==> src/dthc_pkg.sv <==
// ----------------------------------------------------------------------------
// dthc_pkg
// Shared types and constants for the depth-to-hue colormap pipeline.
// ----------------------------------------------------------------------------
package dthc_pkg;

	localparam int DEPTH_W = 16;
	localparam int PCT_W   = 7;
	localparam int CHAN_W  = 8;
	localparam int Q_W     = 23;    // depth * 72 fits in 23 bits
	localparam int FRAC_W  = 16;
	localparam int UQ_W    = 17;    // Q.16 values up to and including 1.0
	localparam int SEC_W   = 3;

	localparam logic [Q_W-1:0]    HUE_LIMIT = 23'd393216;   // 6.0 in Q.16
	localparam logic [UQ_W-1:0]   FRAC_ONE  = 17'h10000;
	localparam logic [PCT_W-1:0]  PCT_MAX   = 7'd100;
	// ceil(2^32 / 100): percent times this, shifted right by 16, is floor(p*65536/100)
	localparam logic [25:0]       PCT_RECIP = 26'd42949673;

	// Configuration register indexes
	localparam logic [1:0] REG_SATURATION = 2'd0;
	localparam logic [1:0] REG_BRIGHTNESS = 2'd1;

	// Sector codes of the six-sector HSV rule
	localparam logic [SEC_W-1:0] SEC_RED_GREEN  = 3'd0;
	localparam logic [SEC_W-1:0] SEC_GREEN_RED  = 3'd1;
	localparam logic [SEC_W-1:0] SEC_GREEN_BLUE = 3'd2;
	localparam logic [SEC_W-1:0] SEC_BLUE_GREEN = 3'd3;
	localparam logic [SEC_W-1:0] SEC_BLUE_RED   = 3'd4;

	typedef struct packed {
		logic             valid;
		logic             oor;
		logic [SEC_W-1:0] sector;
		logic [UQ_W-1:0]  t;
		logic [UQ_W-1:0]  s_q;
		logic [UQ_W-1:0]  v_q;
	} hue_s1_t;

	typedef struct packed {
		logic             valid;
		logic             oor;
		logic [SEC_W-1:0] sector;
		logic [UQ_W-1:0]  c_q;
		logic [UQ_W-1:0]  x_q;
		logic [UQ_W-1:0]  m_q;
	} chroma_s3_t;

	// Clamp a percent to 100 and convert it to Q.16
	function automatic logic [UQ_W-1:0] pct_to_q16(input logic [PCT_W-1:0] pct);
		logic [PCT_W-1:0] p;
		logic [32:0]      prod;
		p    = (pct > PCT_MAX) ? PCT_MAX : pct;
		prod = 33'(p) * 33'(PCT_RECIP);
		return prod[32:16];
	endfunction

endpackage

==> src/dthc_hue_stage.sv <==
// ----------------------------------------------------------------------------
// dthc_hue_stage
// Stage 1: hue in sextants, sector, ramp and Q.16 saturation and value.
// ----------------------------------------------------------------------------
module dthc_hue_stage (
	input  logic                           clk,
	input  logic                           arst_n,
	input  logic                           in_valid,
	input  logic [dthc_pkg::DEPTH_W-1:0]   depth_mm,
	input  logic [dthc_pkg::PCT_W-1:0]     sat_pct,
	input  logic [dthc_pkg::PCT_W-1:0]     bri_pct,
	output dthc_pkg::hue_s1_t              hue_s1
);

	logic [dthc_pkg::Q_W-1:0]    q;
	logic [dthc_pkg::SEC_W-1:0]  sector;
	logic [dthc_pkg::FRAC_W-1:0] frac;
	logic [dthc_pkg::UQ_W-1:0]   t;

	// depth * 72 = depth * 64 + depth * 8
	assign q      = {1'b0, depth_mm, 6'b0} + {4'b0, depth_mm, 3'b0};
	assign sector = q[dthc_pkg::FRAC_W +: dthc_pkg::SEC_W];
	assign frac   = q[dthc_pkg::FRAC_W-1:0];
	assign t      = sector[0] ? (dthc_pkg::FRAC_ONE - {1'b0, frac}) : {1'b0, frac};

	always_ff @(posedge clk or negedge arst_n) begin
		if (!arst_n) begin
			hue_s1 <= '0;
		end else begin
			hue_s1.valid  <= in_valid;
			hue_s1.oor    <= (q > dthc_pkg::HUE_LIMIT);
			hue_s1.sector <= sector;
			hue_s1.t      <= t;
			hue_s1.s_q    <= dthc_pkg::pct_to_q16(sat_pct);
			hue_s1.v_q    <= dthc_pkg::pct_to_q16(bri_pct);
		end
	end

endmodule

==> src/dthc_chroma_stage.sv <==
// ----------------------------------------------------------------------------
// dthc_chroma_stage
// Stages 2 and 3: chroma C = S*V, then second component X = C*t and m = V-C.
// ----------------------------------------------------------------------------
module dthc_chroma_stage (
	input  logic                  clk,
	input  logic                  arst_n,
	input  dthc_pkg::hue_s1_t     hue_s1,
	output dthc_pkg::chroma_s3_t  chroma_s3
);

	logic                        valid_s2;
	logic                        oor_s2;
	logic [dthc_pkg::SEC_W-1:0]  sector_s2;
	logic [dthc_pkg::UQ_W-1:0]   t_s2;
	logic [dthc_pkg::UQ_W-1:0]   c_s2;
	logic [dthc_pkg::UQ_W-1:0]   v_s2;

	logic [2*dthc_pkg::UQ_W-1:0] sv_prod;
	logic [2*dthc_pkg::UQ_W-1:0] ct_prod;

	assign sv_prod = 34'(hue_s1.s_q) * 34'(hue_s1.v_q);
	assign ct_prod = 34'(c_s2) * 34'(t_s2);

	always_ff @(posedge clk or negedge arst_n) begin
		if (!arst_n) begin
			valid_s2  <= 1'b0;
			chroma_s3 <= '0;
		end else begin
			valid_s2         <= hue_s1.valid;
			chroma_s3.valid  <= valid_s2;
			chroma_s3.oor    <= oor_s2;
			chroma_s3.sector <= sector_s2;
			chroma_s3.c_q    <= c_s2;
			chroma_s3.x_q    <= ct_prod[dthc_pkg::FRAC_W +: dthc_pkg::UQ_W];
			chroma_s3.m_q    <= v_s2 - c_s2;
		end
	end

	always_ff @(posedge clk) begin
		oor_s2    <= hue_s1.oor;
		sector_s2 <= hue_s1.sector;
		t_s2      <= hue_s1.t;
		v_s2      <= hue_s1.v_q;
		c_s2      <= sv_prod[dthc_pkg::FRAC_W +: dthc_pkg::UQ_W];
	end

	// Chroma never exceeds value, so m stays non-negative
	a_c_le_v: assert property (@(posedge clk) disable iff (!arst_n)
		valid_s2 |-> (c_s2 <= v_s2))
		else $error("chroma above value");

endmodule

==> src/dthc_rgb_stage.sv <==
// ----------------------------------------------------------------------------
// dthc_rgb_stage
// Stage 4: sector select, add m, scale to 0..255, blank out of range hues.
// ----------------------------------------------------------------------------
module dthc_rgb_stage (
	input  logic                          clk,
	input  logic                          arst_n,
	input  dthc_pkg::chroma_s3_t          chroma_s3,
	output logic                          result_valid,
	output logic [dthc_pkg::CHAN_W-1:0]   red,
	output logic [dthc_pkg::CHAN_W-1:0]   green,
	output logic [dthc_pkg::CHAN_W-1:0]   blue,
	output logic                          out_of_range
);

	logic [dthc_pkg::UQ_W-1:0] r_c, g_c, b_c;

	function automatic logic [dthc_pkg::CHAN_W-1:0] to_chan(
		input logic [dthc_pkg::UQ_W-1:0] comp,
		input logic [dthc_pkg::UQ_W-1:0] m
	);
		logic [dthc_pkg::UQ_W:0] sum;
		logic [25:0]             scaled;
		logic [9:0]              top;
		sum    = {1'b0, comp} + {1'b0, m};
		// sum * 255 = sum * 256 - sum
		scaled = {sum, 8'b0} - 26'(sum);
		top    = scaled[25:16];
		return (top > 10'd255) ? 8'd255 : top[7:0];
	endfunction

	always_comb begin
		case (chroma_s3.sector)
			dthc_pkg::SEC_RED_GREEN: begin
				r_c = chroma_s3.c_q; g_c = chroma_s3.x_q; b_c = '0;
			end
			dthc_pkg::SEC_GREEN_RED: begin
				r_c = chroma_s3.x_q; g_c = chroma_s3.c_q; b_c = '0;
			end
			dthc_pkg::SEC_GREEN_BLUE: begin
				r_c = '0; g_c = chroma_s3.c_q; b_c = chroma_s3.x_q;
			end
			dthc_pkg::SEC_BLUE_GREEN: begin
				r_c = '0; g_c = chroma_s3.x_q; b_c = chroma_s3.c_q;
			end
			dthc_pkg::SEC_BLUE_RED: begin
				r_c = chroma_s3.x_q; g_c = '0; b_c = chroma_s3.c_q;
			end
			default: begin
				// last sector, and exactly 360 degrees
				r_c = chroma_s3.c_q; g_c = '0; b_c = chroma_s3.x_q;
			end
		endcase
	end

	always_ff @(posedge clk or negedge arst_n) begin
		if (!arst_n) begin
			result_valid <= 1'b0;
		end else begin
			result_valid <= chroma_s3.valid;
		end
	end

	always_ff @(posedge clk) begin
		out_of_range <= chroma_s3.oor;
		if (chroma_s3.oor) begin
			red   <= '0;
			green <= '0;
			blue  <= '0;
		end else begin
			red   <= to_chan(r_c, chroma_s3.m_q);
			green <= to_chan(g_c, chroma_s3.m_q);
			blue  <= to_chan(b_c, chroma_s3.m_q);
		end
	end

endmodule

==> src/depth_to_hue_colormap_core.sv <==
// ----------------------------------------------------------------------------
// depth_to_hue_colormap_core
// Maps a depth pixel in millimetres to an RGB color through an HSV hue ramp.
// ----------------------------------------------------------------------------
// Usage:
//   Request channel: drive depth_mm and pulse start. A request is taken at
//   every rising edge with start high and busy low. busy is held low, so a
//   new pixel can enter on every cycle: one pixel per clock sustained.
//   Result channel: result_valid is high for exactly one cycle with red,
//   green, blue and out_of_range, after the registers of the hue stage,
//   chroma multiply, ramp multiply and channel scaling. The receiver
//   cannot stall; results leave in request order.
//   Config channel: cfg_valid/cfg_ready with cfg_index and cfg_data.
//   Index 0 is saturation in percent, index 1 brightness in percent; other
//   indexes are dropped. cfg_ready is always high. Write only while no
//   request is in flight.
//   Reset: arst_n low clears all valid bits and sets both percents to 100.
//   Hues above 360 degrees (depth_mm above 5461) give out_of_range and a
//   black color.
// ----------------------------------------------------------------------------
module depth_to_hue_colormap_core (
	input  logic                          clk,
	input  logic                          arst_n,
	// pixel requests
	input  logic                          start,
	output logic                          busy,
	input  logic [dthc_pkg::DEPTH_W-1:0]  depth_mm,
	// results
	output logic                          result_valid,
	output logic [dthc_pkg::CHAN_W-1:0]   red,
	output logic [dthc_pkg::CHAN_W-1:0]   green,
	output logic [dthc_pkg::CHAN_W-1:0]   blue,
	output logic                          out_of_range,
	// configuration writes
	input  logic                          cfg_valid,
	output logic                          cfg_ready,
	input  logic [1:0]                    cfg_index,
	input  logic [dthc_pkg::PCT_W-1:0]    cfg_data
);

	logic [dthc_pkg::PCT_W-1:0] sat_pct_q;
	logic [dthc_pkg::PCT_W-1:0] bri_pct_q;
	logic                       accept;

	dthc_pkg::hue_s1_t    hue_s1;
	dthc_pkg::chroma_s3_t chroma_s3;

	// Pipeline never stalls: take a request on every cycle
	assign busy      = 1'b0;
	assign cfg_ready = 1'b1;
	assign accept    = start && !busy;

	// Configuration registers; unknown indexes are dropped
	always_ff @(posedge clk or negedge arst_n) begin
		if (!arst_n) begin
			sat_pct_q <= dthc_pkg::PCT_MAX;
			bri_pct_q <= dthc_pkg::PCT_MAX;
		end else if (cfg_valid && cfg_ready) begin
			case (cfg_index)
				dthc_pkg::REG_SATURATION: sat_pct_q <= cfg_data;
				dthc_pkg::REG_BRIGHTNESS: bri_pct_q <= cfg_data;
				default: ;
			endcase
		end
	end

	// Stage 1: hue sector, ramp, percent to Q.16
	dthc_hue_stage u_hue (
		.clk      (clk),
		.arst_n   (arst_n),
		.in_valid (accept),
		.depth_mm (depth_mm),
		.sat_pct  (sat_pct_q),
		.bri_pct  (bri_pct_q),
		.hue_s1   (hue_s1)
	);

	// Stages 2 and 3: chroma, second component, offset
	dthc_chroma_stage u_chroma (
		.clk       (clk),
		.arst_n    (arst_n),
		.hue_s1    (hue_s1),
		.chroma_s3 (chroma_s3)
	);

	// Stage 4: channel select and scaling to bytes
	dthc_rgb_stage u_rgb (
		.clk          (clk),
		.arst_n       (arst_n),
		.chroma_s3    (chroma_s3),
		.result_valid (result_valid),
		.red          (red),
		.green        (green),
		.blue         (blue),
		.out_of_range (out_of_range)
	);

	// An out-of-range result carries black
	a_oor_black: assert property (@(posedge clk) disable iff (!arst_n)
		(result_valid && out_of_range) |-> (red == '0 && green == '0 && blue == '0))
		else $error("out-of-range result is not black");

	// Every accepted request reaches stage 1 on the next edge
	a_s1_follows: assert property (@(posedge clk) disable iff (!arst_n)
		accept |=> hue_s1.valid)
		else $error("request lost at stage 1");

	// Every valid stage 3 entry is followed by a result strobe
	a_out_follows: assert property (@(posedge clk) disable iff (!arst_n)
		chroma_s3.valid |=> result_valid)
		else $error("stage 3 entry dropped");

	// Ramp component never exceeds chroma for in-range hues
	a_x_le_c: assert property (@(posedge clk) disable iff (!arst_n)
		(chroma_s3.valid && !chroma_s3.oor) |-> (chroma_s3.x_q <= chroma_s3.c_q))
		else $error("second component above chroma");

endmodule
==> config.mk <==
export PLATFORM = sky130hd
export DESIGN_NAME = depth_to_hue_colormap_core
export DESIGN_NICKNAME = d
export VERILOG_FILES = /design/src/dthc_pkg.sv /design/src/dthc_hue_stage.sv /design/src/dthc_chroma_stage.sv /design/src/dthc_rgb_stage.sv /design/src/depth_to_hue_colormap_core.sv
export SDC_FILE = /design/constraint.sdc
export NUM_CORES = 2
export LEC_CHECK = 0
export ABC_AREA = 0
export BUFFER_PORTS_ARGS = -buffer_cell sky130_fd_sc_hd__buf_2
export CAP_MARGIN = 20
export CORE_AREA = 5 5 302 304
export CTS_BUF_LIST = sky130_fd_sc_hd__clkbuf_4 sky130_fd_sc_hd__clkbuf_8
export DETAILED_ROUTE_END_ITERATION = 16
export DIE_AREA = 0 0 307 309
export PLACE_DENSITY = 0.59
export SYNTH_ARGS = -nofsm -noshare
export SYNTH_HDL_FRONTEND = slang
export SYNTH_HIERARCHICAL = 1
export SYNTH_SLANG_ARGS = --single-unit
export TNS_END_PERCENT = 1
==> constraint.sdc <==
create_clock -name clk -period 5.45 [get_ports clk]
set_input_delay 0.545 -clock clk [delete_from_list [all_inputs] [get_ports clk]]
set_output_delay 0.545 -clock clk [all_outputs]
set_load 0.05 [all_outputs]
==> impl_metrics.json <==
{
  "die_h_um": 309,
  "synth_edf_count": 0,
  "crit_chain": "and2_4 -> fa_1 -> inv_1 -> fa_1 -> fa_1 -> inv_1 -> fa_1 -> fa_1 -> inv_1 -> fa_1 -> inv_2 -> ha_4 -> a21oi_2 -> o21ai_2 -> a221oi_2 -> o311a_1 -> nor4_2 -> or3b_4 -> a21oi_2 -> xnor2_1",
  "cp_max_fo": 8,
  "reg2reg_to": "u_chroma/c_s2[12]",
  "regArea_sq_um": 4790,
  "rr_worst_depth": 20,
  "yosysWarningCount": 6,
  "cp_common_cell": "fa_1",
  "dp.final_hpwl_um": 74700,
  "rsz0062_at_grt": "true",
  "setup_violations": 27,
  "worst_pin_slew_ns": 0.756,
  "synth_mux_area_share_pct": 0.948,
  "clk_pin_slew_ns": 0.07,
  "r2r-start": "u_hue/hue_s1[7]",
  "final_cells": 5484,
  "maxCapViolCount": 0,
  "avgSynthCellArea_sq_um": 9.01,
  "clock_skew_ns": 0.0495,
  "track_usage_pct": 18.6,
  "synth-compound-area-share_pct": 11.3,
  "holdWs_ns": 0.143,
  "cts-root-buf": "clkbuf_8",
  "antenna_found_initial": 4,
  "core_area_sq_um": 88000,
  "ys.flop_type": "dfrtp_1",
  "post-place-cells": 5402,
  "tns_ns": -3.33,
  "grt_start_max_net_pins": 75,
  "place_area_sq_um": 39600,
  "r2r_slack_ns": -0.24,
  "firstDrtPassIters": 5,
  "h-tree-depth": 2,
  "drive_gt1_share_pct": 17.7,
  "io_pins": 57,
  "synth_top_family_by_area": "adder cells",
  "outcome": "finished with violations",
  "drv_slew": 0,
  "numCtsBuffers": 40,
  "num_vias": 27100,
  "crit_required_ns": 5.98,
  "worstSetupPathType": "register to register",
  "port_buffers": 54,
  "ys_async_sr_fraction_pct": 61.0,
  "hp-start": "depth_mm[0]",
  "hold_end": "u_hue/hue_s1[37]",
  "clock_sinks": 205,
  "cts_tree": "yes",
  "whs_path_depth": 1,
  "finalCriticalPeriod_ns": 5.69,
  "crit_arrival_ns": 6.22,
  "yosysUniqueCellTypes": 107,
  "routed_wl_um": 86600,
  "overflow": 0,
  "row_count": 109,
  "clk_path_buf_depth": 3,
  "multi_input_area_sq_um": 27300,
  "syn_area_sq_um": 34800,
  "clock_latency_ns": 0.61,
  "gp_congestion": 0.894,
  "fin_ws_ns": -0.245,
  "fin_nets": 5280,
  "drc": 0,
  "synth_fa_ha_area_share_pct": 45.5,
  "synth_cells": 3867,
  "synthSimpleGateAreaFrac_pct": 15.6,
  "ys_ff_latch": 205,
  "synth_xor_area_share_pct": 3.54,
  "ant_nets": 0,
  "crit_slowest_cell": "fa_1",
  "grt_pass1_wl_um": 145000,
  "drtIter0Drc": 1412,
  "syn2layout_area_growth_pct": 17.5,
  "max_stage_delay_ns": 0.54,
  "finalCritPeriodShare_pct": 104,
  "seq_area_frac_synth_pct": 13.6,
  "start_kind": "register",
  "die_area_sq_um": 94900,
  "vias_per_cell": 4.95,
  "hold_viol": 0,
  "slew_headroom_pct": 49.6,
  "die_w_um": 307,
  "grt_pass1_vias": 28700,
  "violations": "setup timing",
  "fillers": 8532,
  "hold_path_class": "input port to register",
  "start_util_pct": 39.6,
  "cp-end-kind": "register",
  "fmax_mhz": 176,
  "wl_per_cell_um": 15.8,
  "stdcell_area_sq_um": 40900
}
[kinds of logic after synthesis]
logic type | Yosys count
flops | 205
mux | 31
simple gates | 1094
compound gates | 561
buf+inv | 866
fa+ha+maj | 968
other cells | 3
xor+xnor | 139
[sequential cells by signal, indices dropped and copies added (netlist names)]
register            flops
u_chroma/valid_s2       1
u_rgb/out_of_range      1
u_hue/hue_s1           53
u_chroma/c_s2          17
u_chroma/v_s2          17
u_chroma/oor_s2         1
u_rgb/result_valid      1
u_chroma/sector_s2      3
u_rgb/red               8
u_rgb/blue              8
u_chroma/t_s2          17
u_chroma/chroma_s3     56
bri_pct_q               7
u_rgb/green             8
sat_pct_q               7
[cells in the final DEF, fill, tap and decap left out, types with 100 or more instances in the layout]
cell type and instances:
and2_1 253, a21oi_1 110, xnor2_1 100, buf_4 428
ha_1 450, inv_1 741, nand2_1 445, dfrtp_1 100
fa_1 494, nor2_1 133
[cell usage after synthesis (all sizes together) (23+ instances only)]
cell	number	area share, %
inv	749	8.1
fa	500	29
ha	463	17
nand2	445	4.8
and2	261	4.7
nor2	136	1.5
a21oi	129	1.9
dfrtp	119	8.5
clkbuf	104	1.1
xnor2	104	2.7
o21ai	97	1.4
dfxtp	80	4.6
a21o	65	1.4
nand3	41	0.59
nor3	37	0.53
a22o	36	0.91
xor2	35	0.88
o21a	31	0.67
nor2b	25	0.45
and3	23	0.41
o211ai	23	0.51
[metrics by stage]
| step | util, % | worst slack, ns |
|---|---|---|
| after floorplan | - | -0.0482 |
| after global placement | 45.0 | -0.483 |
| after detailed placement | 45.0 | -0.518 |
| after CTS | 46.4 | -0.259 |
| after global routing | 46.5 | -0.549 |
| final | 46.5 | -0.245 |
[layout make-up]
class	instances	area share, %
inverters	749	6.87
flip-flops and latches	205	11.7
well taps	1165	3.56
multi-input cells	2798	66.6
repair buffers	494	8.95
clock buffers	57	1.81
diodes	2	0.0122
clock inverters	14	0.458
[what timing repair did]
action,4_1_cts,5_1_grt
hold endpoints to repair,33,0
pin swaps,31,16
gates resized for setup,83,30
setup buffers,6,1
setup endpoints to repair,45,60
hold buffers,2,0
[worst max-delay path, delay by kind of cell, from the launching register on]
kind            cells  cell delay [ns]
xor+xnor            1             0.13
simple gates        3             0.66
buf+inv             4             0.21
compound gates      5             0.93
flops               1             0.47
fa+ha+maj           7             3.24
[worst max-delay path by stage]
stage                                 from                     end  slack, ns  cells after the start
after floorplan            u_hue/hue_s1[7]       u_chroma/c_s2[12]      -0.05                     21
after global placement    u_chroma/c_s2[8]  u_chroma/chroma_s3[27]      -0.48                     20
after detailed placement  u_chroma/c_s2[8]  u_chroma/chroma_s3[30]      -0.52                     20
after CTS                  u_hue/hue_s1[6]       u_chroma/c_s2[12]      -0.26                     21
after global routing      u_hue/hue_s1[10]       u_chroma/c_s2[12]      -0.55                     19
final                      u_hue/hue_s1[7]       u_chroma/c_s2[12]      -0.24                     20
[per-layer routing]
layer	GRT usage, %	vias to the layer above	share of wire (%)
met4	4.88	4	2.4
met2	32.8	464	50
met1	24.0	13300	44
met5	0	-	0.037
li1	-	13200	-
met3	2.75	117	4.2
Power is not shown: default switching activity piles up to over one toggle a cycle in this logic, so the estimate is an artifact.
